File: src/sv/lfuc_pkg.sv
// shared types and constants for the lfu cache with lru tie break
package lfuc_pkg;

	localparam int CAPACITY_DEF   = 16;
	localparam int COUNT_BITS_DEF = 16;
	localparam int DATA_W         = 32;
	localparam int CFG_W          = 5;

	localparam logic [CFG_W-1:0]  CAP_RESET  = CFG_W'(16);
	localparam logic [DATA_W-1:0] MISS_VALUE = '1;

	localparam logic ACT_GET = 1'b0;
	localparam logic ACT_PUT = 1'b1;

	typedef struct packed {
		logic                     action;
		logic signed [DATA_W-1:0] lookup_key;
		logic signed [DATA_W-1:0] store_value;
	} in_item_t;

	typedef struct packed {
		logic                     hit;
		logic signed [DATA_W-1:0] read_value;
		logic                     evicted;
		logic signed [DATA_W-1:0] evicted_key;
	} out_item_t;

	typedef enum logic [2:0] {
		ST_IDLE,
		ST_SCAN,
		ST_SCAN_TAIL,
		ST_DECIDE,
		ST_RANK,
		ST_RANK_TAIL
	} state_t;

endpackage

File: src/sv/lfuc_ram.sv
// generic single-write, single-read ram with registered read data
module lfuc_ram #(
	parameter int WIDTH = 32,
	parameter int DEPTH = 16,
	localparam int AW = (DEPTH > 1) ? $clog2(DEPTH) : 1
) (
	input  logic             clk,
	input  logic             wr_en,
	input  logic [AW-1:0]    wr_addr,
	input  logic [WIDTH-1:0] wr_data,
	input  logic [AW-1:0]    rd_addr,
	output logic [WIDTH-1:0] rd_data
);

	logic [WIDTH-1:0] mem_q [DEPTH];
	logic [WIDTH-1:0] rd_data_q;

	always_ff @(posedge clk) begin
		if (wr_en) begin
			mem_q[wr_addr] <= wr_data;
		end
		rd_data_q <= mem_q[rd_addr];
	end

	assign rd_data = rd_data_q;

endmodule

File: src/sv/lfu_cache_lru_tiebreak.sv
// lfu cache with lru tie break: a get or put per transaction, one result strobe each
// a get miss or a put at capacity zero ends after the scan pass;
//   every other item runs a scan pass plus a rank pass
// one item at a time; start is taken again in the strobe cycle
// the scan walks the entry ram once, the rank pass walks the rank ram once (1r1w each)
// reset clears valid bits, entry count and the result strobe; capacity resets to 16
module lfu_cache_lru_tiebreak #(
	parameter int CAPACITY   = lfuc_pkg::CAPACITY_DEF,
	parameter int COUNT_BITS = lfuc_pkg::COUNT_BITS_DEF
) (
	input  logic                            clk,
	input  logic                            arst_n,
	input  logic                            start,
	output logic                            busy,
	input  lfuc_pkg::in_item_t              request,
	output logic                            result_valid,
	output lfuc_pkg::out_item_t             result,
	input  logic                            cfg_valid,
	output logic                            cfg_ready,
	input  logic [lfuc_pkg::CFG_W-1:0]      cfg_data
);

	import lfuc_pkg::*;

	localparam int IW    = (CAPACITY > 1) ? $clog2(CAPACITY) : 1;
	localparam int CNT_W = $clog2(CAPACITY + 1);
	localparam int HW    = (CNT_W > CFG_W) ? CNT_W : CFG_W;
	localparam int EW    = 2 * DATA_W + COUNT_BITS;

	state_t state_q, state_d;

	logic [CFG_W-1:0]    capacity_q;
	logic [CAPACITY-1:0] valid_q;
	logic [CNT_W-1:0]    held_q;
	logic                res_valid_q;
	out_item_t           res_q;
	in_item_t            req_q;

	logic [IW-1:0] idx_q;
	logic [IW-1:0] idx_s1;
	logic          pend_q;

	// scan results
	logic                  found_q;
	logic [IW-1:0]         match_idx_q;
	logic [DATA_W-1:0]     match_val_q;
	logic [COUNT_BITS-1:0] match_cnt_q;
	logic [IW-1:0]         match_rank_q;
	logic                  free_found_q;
	logic [IW-1:0]         free_idx_q;
	logic                  vic_found_q;
	logic [IW-1:0]         vic_idx_q;
	logic [DATA_W-1:0]     vic_key_q;
	logic [COUNT_BITS-1:0] vic_cnt_q;
	logic [IW-1:0]         vic_rank_q;

	// rank pass control
	logic          insert_q;
	logic          evict_q;
	logic [IW-1:0] slot_q;
	logic [IW-1:0] ref_rank_q;

	// ram ports
	logic          ent_we;
	logic [IW-1:0] ent_wr_addr;
	logic [EW-1:0] ent_wr_data;
	logic [EW-1:0] ent_rd_data;
	logic          rank_we;
	logic [IW-1:0] rank_new;
	logic [IW-1:0] rank_rd_data;

	logic [DATA_W-1:0]     ent_key;
	logic [DATA_W-1:0]     ent_val;
	logic [COUNT_BITS-1:0] ent_cnt;

	logic                  is_put;
	logic [HW-1:0]         cap_ext;
	logic [HW-1:0]         cap_eff;
	logic [HW-1:0]         held_ext;
	logic                  cap_zero;
	logic                  need_evict;
	logic [IW-1:0]         slot_ins;
	logic [COUNT_BITS-1:0] cnt_inc;
	logic                  scan_eval;
	logic                  entry_live;
	logic                  last_idx;
	logic [CAPACITY-1:0]   valid_d;
	out_item_t             res_d;

	assign ent_key = ent_rd_data[EW-1 -: DATA_W];
	assign ent_val = ent_rd_data[COUNT_BITS +: DATA_W];
	assign ent_cnt = ent_rd_data[COUNT_BITS-1:0];

	assign is_put     = (req_q.action == ACT_PUT);
	assign cap_ext    = HW'(capacity_q);
	assign cap_eff    = (cap_ext > HW'(CAPACITY)) ? HW'(CAPACITY) : cap_ext;
	assign held_ext   = HW'(held_q);
	assign cap_zero   = (cap_eff == '0);
	assign need_evict = (held_ext >= cap_eff) && vic_found_q;
	assign slot_ins   = need_evict ?
		((free_found_q && (free_idx_q < vic_idx_q)) ? free_idx_q : vic_idx_q) : free_idx_q;
	assign cnt_inc    = (&match_cnt_q) ? match_cnt_q : match_cnt_q + COUNT_BITS'(1);
	assign scan_eval  = pend_q && ((state_q == ST_SCAN) || (state_q == ST_SCAN_TAIL));
	assign entry_live = valid_q[idx_s1];
	assign last_idx   = (idx_q == IW'(CAPACITY - 1));

	assign busy         = (state_q != ST_IDLE);
	assign cfg_ready    = (state_q == ST_IDLE);
	assign result_valid = res_valid_q;
	assign result       = res_q;

	lfuc_ram #(
		.WIDTH(EW),
		.DEPTH(CAPACITY)
	) u_entry_ram (
		.clk    (clk),
		.wr_en  (ent_we),
		.wr_addr(ent_wr_addr),
		.wr_data(ent_wr_data),
		.rd_addr(idx_q),
		.rd_data(ent_rd_data)
	);

	lfuc_ram #(
		.WIDTH(IW),
		.DEPTH(CAPACITY)
	) u_rank_ram (
		.clk    (clk),
		.wr_en  (rank_we),
		.wr_addr(idx_s1),
		.wr_data(rank_new),
		.rd_addr(idx_q),
		.rd_data(rank_rd_data)
	);

	// new rank for the entry whose rank just came out of the ram
	always_comb begin
		if (idx_s1 == slot_q) begin
			rank_new = '0;
		end else if (insert_q) begin
			// removal shifts older ranks down, insertion shifts everything up
			rank_new = rank_rd_data +
				((evict_q && (rank_rd_data > ref_rank_q)) ? IW'(0) : IW'(1));
		end else begin
			rank_new = (rank_rd_data < ref_rank_q) ? rank_rd_data + IW'(1) : rank_rd_data;
		end
		rank_we = pend_q && entry_live &&
			((state_q == ST_RANK) || (state_q == ST_RANK_TAIL));
	end

	// valid bits after a put of a new key: victim out, new slot in
	always_comb begin
		valid_d = valid_q;
		if (need_evict) begin
			valid_d[vic_idx_q] = 1'b0;
		end
		valid_d[slot_ins] = 1'b1;
	end

	always_comb begin
		res_d = '0;
		if (!is_put) begin
			res_d.hit        = found_q;
			res_d.read_value = found_q ? match_val_q : MISS_VALUE;
		end else if (!cap_zero) begin
			if (found_q) begin
				res_d.hit = 1'b1;
			end else if (need_evict) begin
				res_d.evicted     = 1'b1;
				res_d.evicted_key = vic_key_q;
			end
		end
	end

	always_comb begin
		state_d     = state_q;
		ent_we      = 1'b0;
		ent_wr_addr = match_idx_q;
		ent_wr_data = {req_q.lookup_key, match_val_q, cnt_inc};
		case (state_q)
			ST_IDLE: begin
				if (start) begin
					state_d = ST_SCAN;
				end
			end
			ST_SCAN: begin
				if (last_idx) begin
					state_d = ST_SCAN_TAIL;
				end
			end
			ST_SCAN_TAIL: begin
				state_d = ST_DECIDE;
			end
			ST_DECIDE: begin
				if (!is_put && !found_q) begin
					state_d = ST_IDLE;
				end else if (is_put && cap_zero) begin
					state_d = ST_IDLE;
				end else if (found_q) begin
					ent_we      = 1'b1;
					ent_wr_data = {req_q.lookup_key,
						(is_put ? req_q.store_value : match_val_q), cnt_inc};
					state_d     = ST_RANK;
				end else begin
					ent_we      = 1'b1;
					ent_wr_addr = slot_ins;
					ent_wr_data = {req_q.lookup_key, req_q.store_value, COUNT_BITS'(1)};
					state_d     = ST_RANK;
				end
			end
			ST_RANK: begin
				if (last_idx) begin
					state_d = ST_RANK_TAIL;
				end
			end
			ST_RANK_TAIL: begin
				state_d = ST_IDLE;
			end
			default: begin
				state_d = ST_IDLE;
			end
		endcase
	end

	always_ff @(posedge clk or negedge arst_n) begin
		if (!arst_n) begin
			state_q <= ST_IDLE;
		end else begin
			state_q <= state_d;
		end
	end

	// control state
	always_ff @(posedge clk or negedge arst_n) begin
		if (!arst_n) begin
			capacity_q   <= CAP_RESET;
			valid_q      <= '0;
			held_q       <= '0;
			res_valid_q  <= 1'b0;
			pend_q       <= 1'b0;
			found_q      <= 1'b0;
			free_found_q <= 1'b0;
			vic_found_q  <= 1'b0;
			insert_q     <= 1'b0;
			evict_q      <= 1'b0;
		end else begin
			res_valid_q <= (state_q != ST_IDLE) && (state_d == ST_IDLE);
			pend_q      <= (state_q == ST_SCAN) || (state_q == ST_RANK);
			if (cfg_valid && cfg_ready) begin
				capacity_q <= cfg_data;
			end
			if ((state_q == ST_IDLE) && start) begin
				found_q      <= 1'b0;
				free_found_q <= 1'b0;
				vic_found_q  <= 1'b0;
			end
			if (scan_eval) begin
				if (entry_live && (ent_key == req_q.lookup_key)) begin
					found_q <= 1'b1;
				end
				if (!entry_live) begin
					free_found_q <= 1'b1;
				end
				if (entry_live) begin
					vic_found_q <= 1'b1;
				end
			end
			if (state_q == ST_DECIDE) begin
				insert_q <= !found_q;
				evict_q  <= need_evict;
				if (is_put && !cap_zero && !found_q) begin
					valid_q <= valid_d;
					if (!need_evict) begin
						held_q <= held_q + CNT_W'(1);
					end
				end
			end
		end
	end

	// datapath registers
	always_ff @(posedge clk) begin
		if (state_q == ST_IDLE) begin
			idx_q <= '0;
			if (start) begin
				req_q <= request;
			end
		end else if ((state_q == ST_SCAN) || (state_q == ST_RANK)) begin
			idx_s1 <= idx_q;
			idx_q  <= idx_q + IW'(1);
		end else if (state_q == ST_DECIDE) begin
			idx_q <= '0;
		end

		if (scan_eval) begin
			if (entry_live && !found_q && (ent_key == req_q.lookup_key)) begin
				match_idx_q  <= idx_s1;
				match_val_q  <= ent_val;
				match_cnt_q  <= ent_cnt;
				match_rank_q <= rank_rd_data;
			end
			if (!entry_live && !free_found_q) begin
				free_idx_q <= idx_s1;
			end
			// lowest count wins, equal counts go to the oldest access
			if (entry_live && (!vic_found_q || (ent_cnt < vic_cnt_q) ||
				((ent_cnt == vic_cnt_q) && (rank_rd_data > vic_rank_q)))) begin
				vic_idx_q  <= idx_s1;
				vic_key_q  <= ent_key;
				vic_cnt_q  <= ent_cnt;
				vic_rank_q <= rank_rd_data;
			end
		end

		if (state_q == ST_DECIDE) begin
			slot_q     <= found_q ? match_idx_q : slot_ins;
			ref_rank_q <= found_q ? match_rank_q : vic_rank_q;
			res_q      <= res_d;
		end
	end

endmodule

File: config.mk
export PLATFORM = sky130hd
export DESIGN_NAME = lfu_cache_lru_tiebreak
export DESIGN_NICKNAME = d
export VERILOG_FILES = /design/src/sv/lfuc_pkg.sv /design/src/sv/lfuc_ram.sv /design/src/sv/lfu_cache_lru_tiebreak.sv
export SDC_FILE = /design/constraint.sdc
export NUM_CORES = 2
export LEC_CHECK = 0
export ABC_AREA = 1
export BUFFER_PORTS_ARGS = -buffer_cell sky130_fd_sc_hd__buf_2
export CORE_UTILIZATION = 45
export CTS_BUF_LIST = sky130_fd_sc_hd__clkbuf_8
export DETAILED_ROUTE_END_ITERATION = 8
export PLACE_DENSITY_LB_ADDON = 0.15
export SETUP_SLACK_MARGIN = 0.15
export SYNTH_ARGS = -nofsm -noshare
export SYNTH_HDL_FRONTEND = slang
export SYNTH_SLANG_ARGS = --single-unit
File: constraint.sdc
create_clock -name clk -period 13.16 [get_ports clk]
set_input_delay 2.632 -clock clk [delete_from_list [all_inputs] [get_ports clk]]
set_output_delay 2.632 -clock clk [all_outputs]
set_load 0.1 [all_outputs]
# Yosys cells after proc, flatten, opt, wreduce, memory -nomap -nowiden
# Memory sizes are Yosys's and may differ from the RTL's. A register that Yosys moved wholly into a read port is not among the register bits.
# Cells that the tools add are included.
# Widths: inputs -> output; s select.
# op_classes
addsub,5
n_lt_le_gt_ge,12
eq_ne,9
muxes,54
n_bitwise,6
n_reduce_logical,47
# ops
cell,n
$mux 48,4
$mux 32,2
$mux 4,12
$mux 33,1
$eq 32x32->1,1
$mux 16,2
$mux 1,23
$logic_and 1x1->1,21
$add 16x1->16 const B,1
$and 16x16->16,1
$eq 16x16->1,1
$lt 16x16->1,1
$not 16->16,1
$or 16x16->16,1
$reduce_and 16->1,1
$lt 4x5->1 const B,3
$mux 3,5
$pmux 3 s5,1
$reduce_and 2->1,6
$add 4x1->4 const B,2
$demux 1 s4,2
$ge 4x1->1 const B,2
$gt 4x4->1,2
$lt 4x4->1,2
other kinds (21),35
# totals
regBits,299
ram_bits,1344
in_bits,74
output_inout_bits,69
elab_cells,166
memories,2
# mem_list
memory,depth,width,read_ports,rd_clocked_by_memory_dff,write_ports,line,text
u_entry_ram.mem_q,16,80,1,1,1,lfuc_ram.sv:15,logic [WIDTH-1:0] mem_q [DEPTH];
u_rank_ram.mem_q,16,4,1,1,1,lfuc_ram.sv:15,

# Depth between registers and ports, before layout
# depth
depth_word,10
mapped_depth,16
mapped_depth_nobuf,16

# Cells and area by module
# Synthesis repeated with hierarchy kept, for this count alone.
# unflattened
hier_cells,6698
area_unflattened_um2,72300.6
# by_module_without_submodules
module,n_inst,cells_each,area_each_um2,seq_area_each_um2
lfuc_ram (u_entry_ram),1,5255,56195.1,40038.4
lfu_cache_lru_tiebreak,1,1153,13138.9,8759.7
lfuc_ram (u_rank_ram),1,290,2966.6,2001.9

# Worst setup path before layout
# No wires, ideal clock.
# synth_timing
kind,register -> register
startpoint,register capacity_q[4] (netlist: cap_ext[4])
endpoint,memory u_entry_ram.mem_q[11][0] (netlist name) (enable)
setup_ns,0.519
arrival_ns,5.155
required_ns,12.641
setup_slack_ns,7.486
path_stages_with_launch,12
path_buffers,0
period_less_slack_ns,5.674
path_cell_list,dfstp_2 > inv_2 > ha_1 > a21oi_1 > nand3_2 > nand2_1 > inv_2 > nand3_1 > nand3_1 > a21oi_1 > nand2_1 > nor2_1
# synth_between
elab_chain_len,9
elab_cells_between_ends,16
cone_classes,2 x order compare; 11 x mux; 3 x reduce/logical
# synth_rtl
element,line,text
start: declaration,lfu_cache_lru_tiebreak.sv:32,logic [CFG_W-1:0] capacity_q;
start signal: assignment,lfu_cache_lru_tiebreak.sv:250,capacity_q <= cfg_data;
$gt 5x5->1,lfu_cache_lru_tiebreak.sv:96,assign cap_eff = (cap_ext > HW'(CAPACITY)) ? HW'(CAPACITY) : cap_ext;
$mux 5 (*),lfu_cache_lru_tiebreak.sv:96,
$ge 5x5->1 / $logic_not 5->1 (equally long branches),"lfu_cache_lru_tiebreak.sv:99, lfu_cache_lru_tiebreak.sv:98",
$logic_and 1x1->1 (on tied branches),"lfu_cache_lru_tiebreak.sv:99, lfu_cache_lru_tiebreak.sv:197",
$mux 4 / $mux 1 (equally long branches),"lfu_cache_lru_tiebreak.sv:100, lfu_cache_lru_tiebreak.sv:197",
$mux 4 / $mux 1 (equally long branches),"lfu_cache_lru_tiebreak.sv:199, lfu_cache_lru_tiebreak.sv:195",
$mux 4 / $mux 1 (equally long branches),"lfu_cache_lru_tiebreak.sv:197, lfu_cache_lru_tiebreak.sv:180",
$mux 4 / $mux 1 (equally long branches),"lfu_cache_lru_tiebreak.sv:195, lfuc_ram.sv:19",
$mux 4 / $mux 1 (equally long branches),"lfu_cache_lru_tiebreak.sv:180, lfuc_ram.sv:20",
end: declaration,lfuc_ram.sv:15,
# Mark *: on every way between the ends. The rest lies on a longest branch, timed or not.

# Worst setup path in the final report
# layout_timing
startpoint,register state_q[1]
endpoint,output port cfg_ready
# layout_between
elab_chain_len,1
# layout_rtl
element,line,text
start: declaration,lfu_cache_lru_tiebreak.sv:30,"state_t state_q, state_d;"
start signal: assignment,lfu_cache_lru_tiebreak.sv:229,state_q <= state_d;
$logic_not 3->1,lfu_cache_lru_tiebreak.sv:108,assign cfg_ready = (state_q == ST_IDLE);
end: declaration,lfu_cache_lru_tiebreak.sv:19,"output logic cfg_ready,"
# No other way between the ends.

==> run metrics <==
CP max stage delay=0.45 ns; synthesized area per cell=14.34 um2; post-synthesis instance area=68060 um2; DRC violation count after routing=0; worst path arrival time=2.24 ns; Pleak=27.65 nW; Root Driver=sky130_fd_sc_hd__clkbuf_8; Port Buf Inserts=142; Worst IR Drop VDD=0.0001727 V; path category of the worst min-delay check=reg2reg; share of synthesized area occupied by flip-flops and latches=74.64%; maximum number of pins on one net before global-route repair=204; category of the worst setup path capture point=output port; final standard cell count with taps included and fillers excluded=7239; crit path time final=4.868 ns; post-cts repair resize count=0; H-tree depth=5; I/O Pins=143; routed wire length=163900 um; number of hold-repair buffers added at the cts stage=0; count of TritonRoute iterations in the first routing pass=5; via count of the first global-routing pass=38140; layout net count=5118; count of pins over their slew limit=0; total die area=152800 um2; per-cell routed wire length=22.64 um; clock-pin slew reported for the worst setup and hold paths after clock tree synthesis=0.06 ns; net count of the mapped netlist=4859; share of cells above drive strength 1=12.70%; Critical Path Fanout Max=7; Setup TNS=0 ns; power density relative to cell area=192.9 nW/um2; maximum number of buffers from clock root to sink=4; post-detail-place hpwl=82130 um; worst path cell trace=nor2_1 -> nand2_1 -> inv_2 -> buf_2; endpoints failing hold=0; cell count after placement=6717; number of max-cap violations=0; achievable frequency=0.2054 GHz; floorplan row count=142; global-route wire length before repair=244400 um; buffers and inverters on the worst path=2; highest-delay cell along the critical path=sky130_fd_sc_hd__buf_2; Chip Height=390.9 um; number of synthesis warnings=0; final worst path period share=36.99%; normalized max-slew margin=14.56%; number of buffers created by CTS=303; number of clock sinks=1727; setup repair after global routing missed its margin=no; run status=finished clean; required time worst endpoint=10.53 ns; routability-driven placement congestion ratio=0.8187; post-CTS setup buffers=0; clock tree from TritonCTS=built; Synth Instances=4747; Antenna Nets Post-Route=0; clock latency on the worst-skew pair=1.00 ns; worst clock skew=0.1025 ns; CP Class=reg2out; starting density of the core=45.38%; most frequent cells in the layout=1603 x sky130_fd_sc_hd__edfxtp_1, 596 x sky130_fd_sc_hd__inv_1, 423 x sky130_fd_sc_hd__a21oi_1; global-route usage over all layers=21.43%; number of storage elements in the synthesis netlist=1727; DR iter-0 viols=2915; most frequent standard cell in the layout excluding fill and tap cells=sky130_fd_sc_hd__edfxtp_1; Setup crit start kind=flip-flop; initial antenna violation count=5; Worst-Margin Slew=1.282 ns; Synth cell types=52; synthesis-to-finish area growth=12.18%; Final Hold Slack=0.3949 ns; routed vias=38960; via count normalized by instance count=5.382; overflow left after global routing=0; # setup viols final=0; Top Family by Delay on Critical Path=buffers and inverters; core region area=150000 um2; die span in x=390.9 um
==> cell type report <==
class,instances,area [um2]
Tap cell,2016,2522
Inverter,505,1918
Multi-Input combinational cell,2249,14090
Fill cell,12890,73610
Sequential cell,1727,50820
Antenna cell,2,5.005
Clock buffer,346,4762
Timing Repair Buffer,220,1359
Clock inverter,174,867.1
==> path summary, 6_finish.rpt <==
check	startpoint	end	slack (ns)	depth (start not counted)
worst max-delay path	state_q[1]	cfg_ready	8.29	4
min in group asynchronous	arst_n	held_ext[2]	1.78	1
max in group asynchronous	arst_n	found_q	10.80	1
worst min-delay path	u_entry_ram.rd_data[32]	match_val_q[16]	0.39	0
worst max register to register	cap_ext[4]	u_entry_ram.mem_q[12][76]	8.85	14
worst min register to register	u_entry_ram.rd_data[32]	match_val_q[16]	0.39	0
==> where the power goes <==
| group | internal [W] | leakage (nW) | total (W) | switching (W) |
|---|---|---|---|---|
| Sequential | 0.00634 | 15.6 | 0.00666 | 0.000314 |
| Clock | 0.00250 | 3.28 | 0.00460 | 0.00210 |
| Combinational | 0.00115 | 8.77 | 0.00346 | 0.00231 |
==> worst register-to-register path: stages, from the launching register on <==
cell                      delay [ns]
sky130_fd_sc_hd__dfstp_2        0.54
sky130_fd_sc_hd__inv_2          0.06
sky130_fd_sc_hd__ha_1           0.30
sky130_fd_sc_hd__nand2_1        0.07
sky130_fd_sc_hd__nor2_1         0.10
sky130_fd_sc_hd__nand2_1        0.07
sky130_fd_sc_hd__nand3_2        0.16
sky130_fd_sc_hd__nand3_4        0.14
sky130_fd_sc_hd__nand2_1        0.09
sky130_fd_sc_hd__o21ai_1        0.15
sky130_fd_sc_hd__o21ai_1        0.21
sky130_fd_sc_hd__nand2_1        0.28
sky130_fd_sc_hd__nor2_4         0.17
sky130_fd_sc_hd__buf_4          0.66
sky130_fd_sc_hd__buf_4          0.92
==> synth_stat cells (all sizes together) <==
master | instances | area [um2]
xnor2 | 25 | 219.0
inv | 505 | 1896
a21boi | 1 | 11.26
a21oi | 423 | 2117
ha | 38 | 475.5
or2 | 1 | 6.260
o211ai | 338 | 2537
o211a | 1 | 10.01
a221oi | 1 | 8.760
nand4 | 18 | 112.6
a22o | 1 | 8.760
nand2 | 263 | 997.2
nor4 | 10 | 68.81
nand3 | 149 | 780.8
edfxtp | 1603 | 48140
dfxtp | 88 | 1762
o21a | 3 | 22.52
o41ai | 4 | 35.03
o21ai | 437 | 2191
nor2 | 151 | 576.8
o21bai | 1 | 7.510
dfstp | 1 | 26.28
o221ai | 1 | 8.760
mux2i | 336 | 3363
o22ai | 1 | 6.260
a211oi | 2 | 20.02
clkbuf | 164 | 616.8
mux2 | 2 | 22.52
nor3b | 3 | 33.78
a22oi | 8 | 60.06
nor3 | 5 | 30.03
xor2 | 20 | 175.2
dfrtp | 35 | 875.8
a31oi | 5 | 31.28
o2111ai | 1 | 8.760
buf | 102 | 798.3
==> logic make-up (layout without fill, tap and decap cells) <==
logic type | count (synthesis) | count (layout) | synth area share, %
flip-flops | 1727 | 1727 | 74.64
AO/OA/AOI/OAI | 1228 | 1228 | 10.41
buffers and inverters | 771 | 1245 | 4.865
AND/OR/NAND/NOR | 600 | 600 | 3.830
multiplexers | 338 | 338 | 4.975
XOR/XNOR | 45 | 45 | 0.5791
adder cells (fa/ha/maj) | 38 | 38 | 0.6986
other | 0 | 2 | 0
==> through the flow <==
stage          util, %  instance area [um2]  power (W)  worst slack [ns]
4_1_cts          50.91                76340    0.01489             8.202
5_1_grt          50.91                76340    0.01548             8.165
3_5_place_dp     47.15                70710    0.01026             8.666
6_report         50.91                76340    0.01472             8.292
2_1_floorplan        -                68060   0.009302             7.486
3_3_place_gp     47.15                70710    0.01024             8.692
==> registers in the layout, indices dropped and copies added, names as in the netlist, 5 cells and up <==
register	count
held_ext	5
result	66
match_cnt_q	16
u_rank_ram.mem_q	64
valid_q	16
cap_ext	5
match_val_q	32
u_entry_ram.mem_q	1280
u_entry_ram.rd_data	80
vic_cnt_q	16
req_q	64
vic_key_q	32
==> metal layers <==
layer | vias to the layer above | GRT usage, % | share of wire [%]
met1 | 19540 | 30.82 | 46
met2 | 1074 | 33.59 | 46
met4 | 0 | 6.745 | 2.2
met5 | - | 0 | 0
met3 | 268 | 3.222 | 5.1
li1 | 18090 | - | -
No activity file was read; power rests on OpenSTA's default activity.
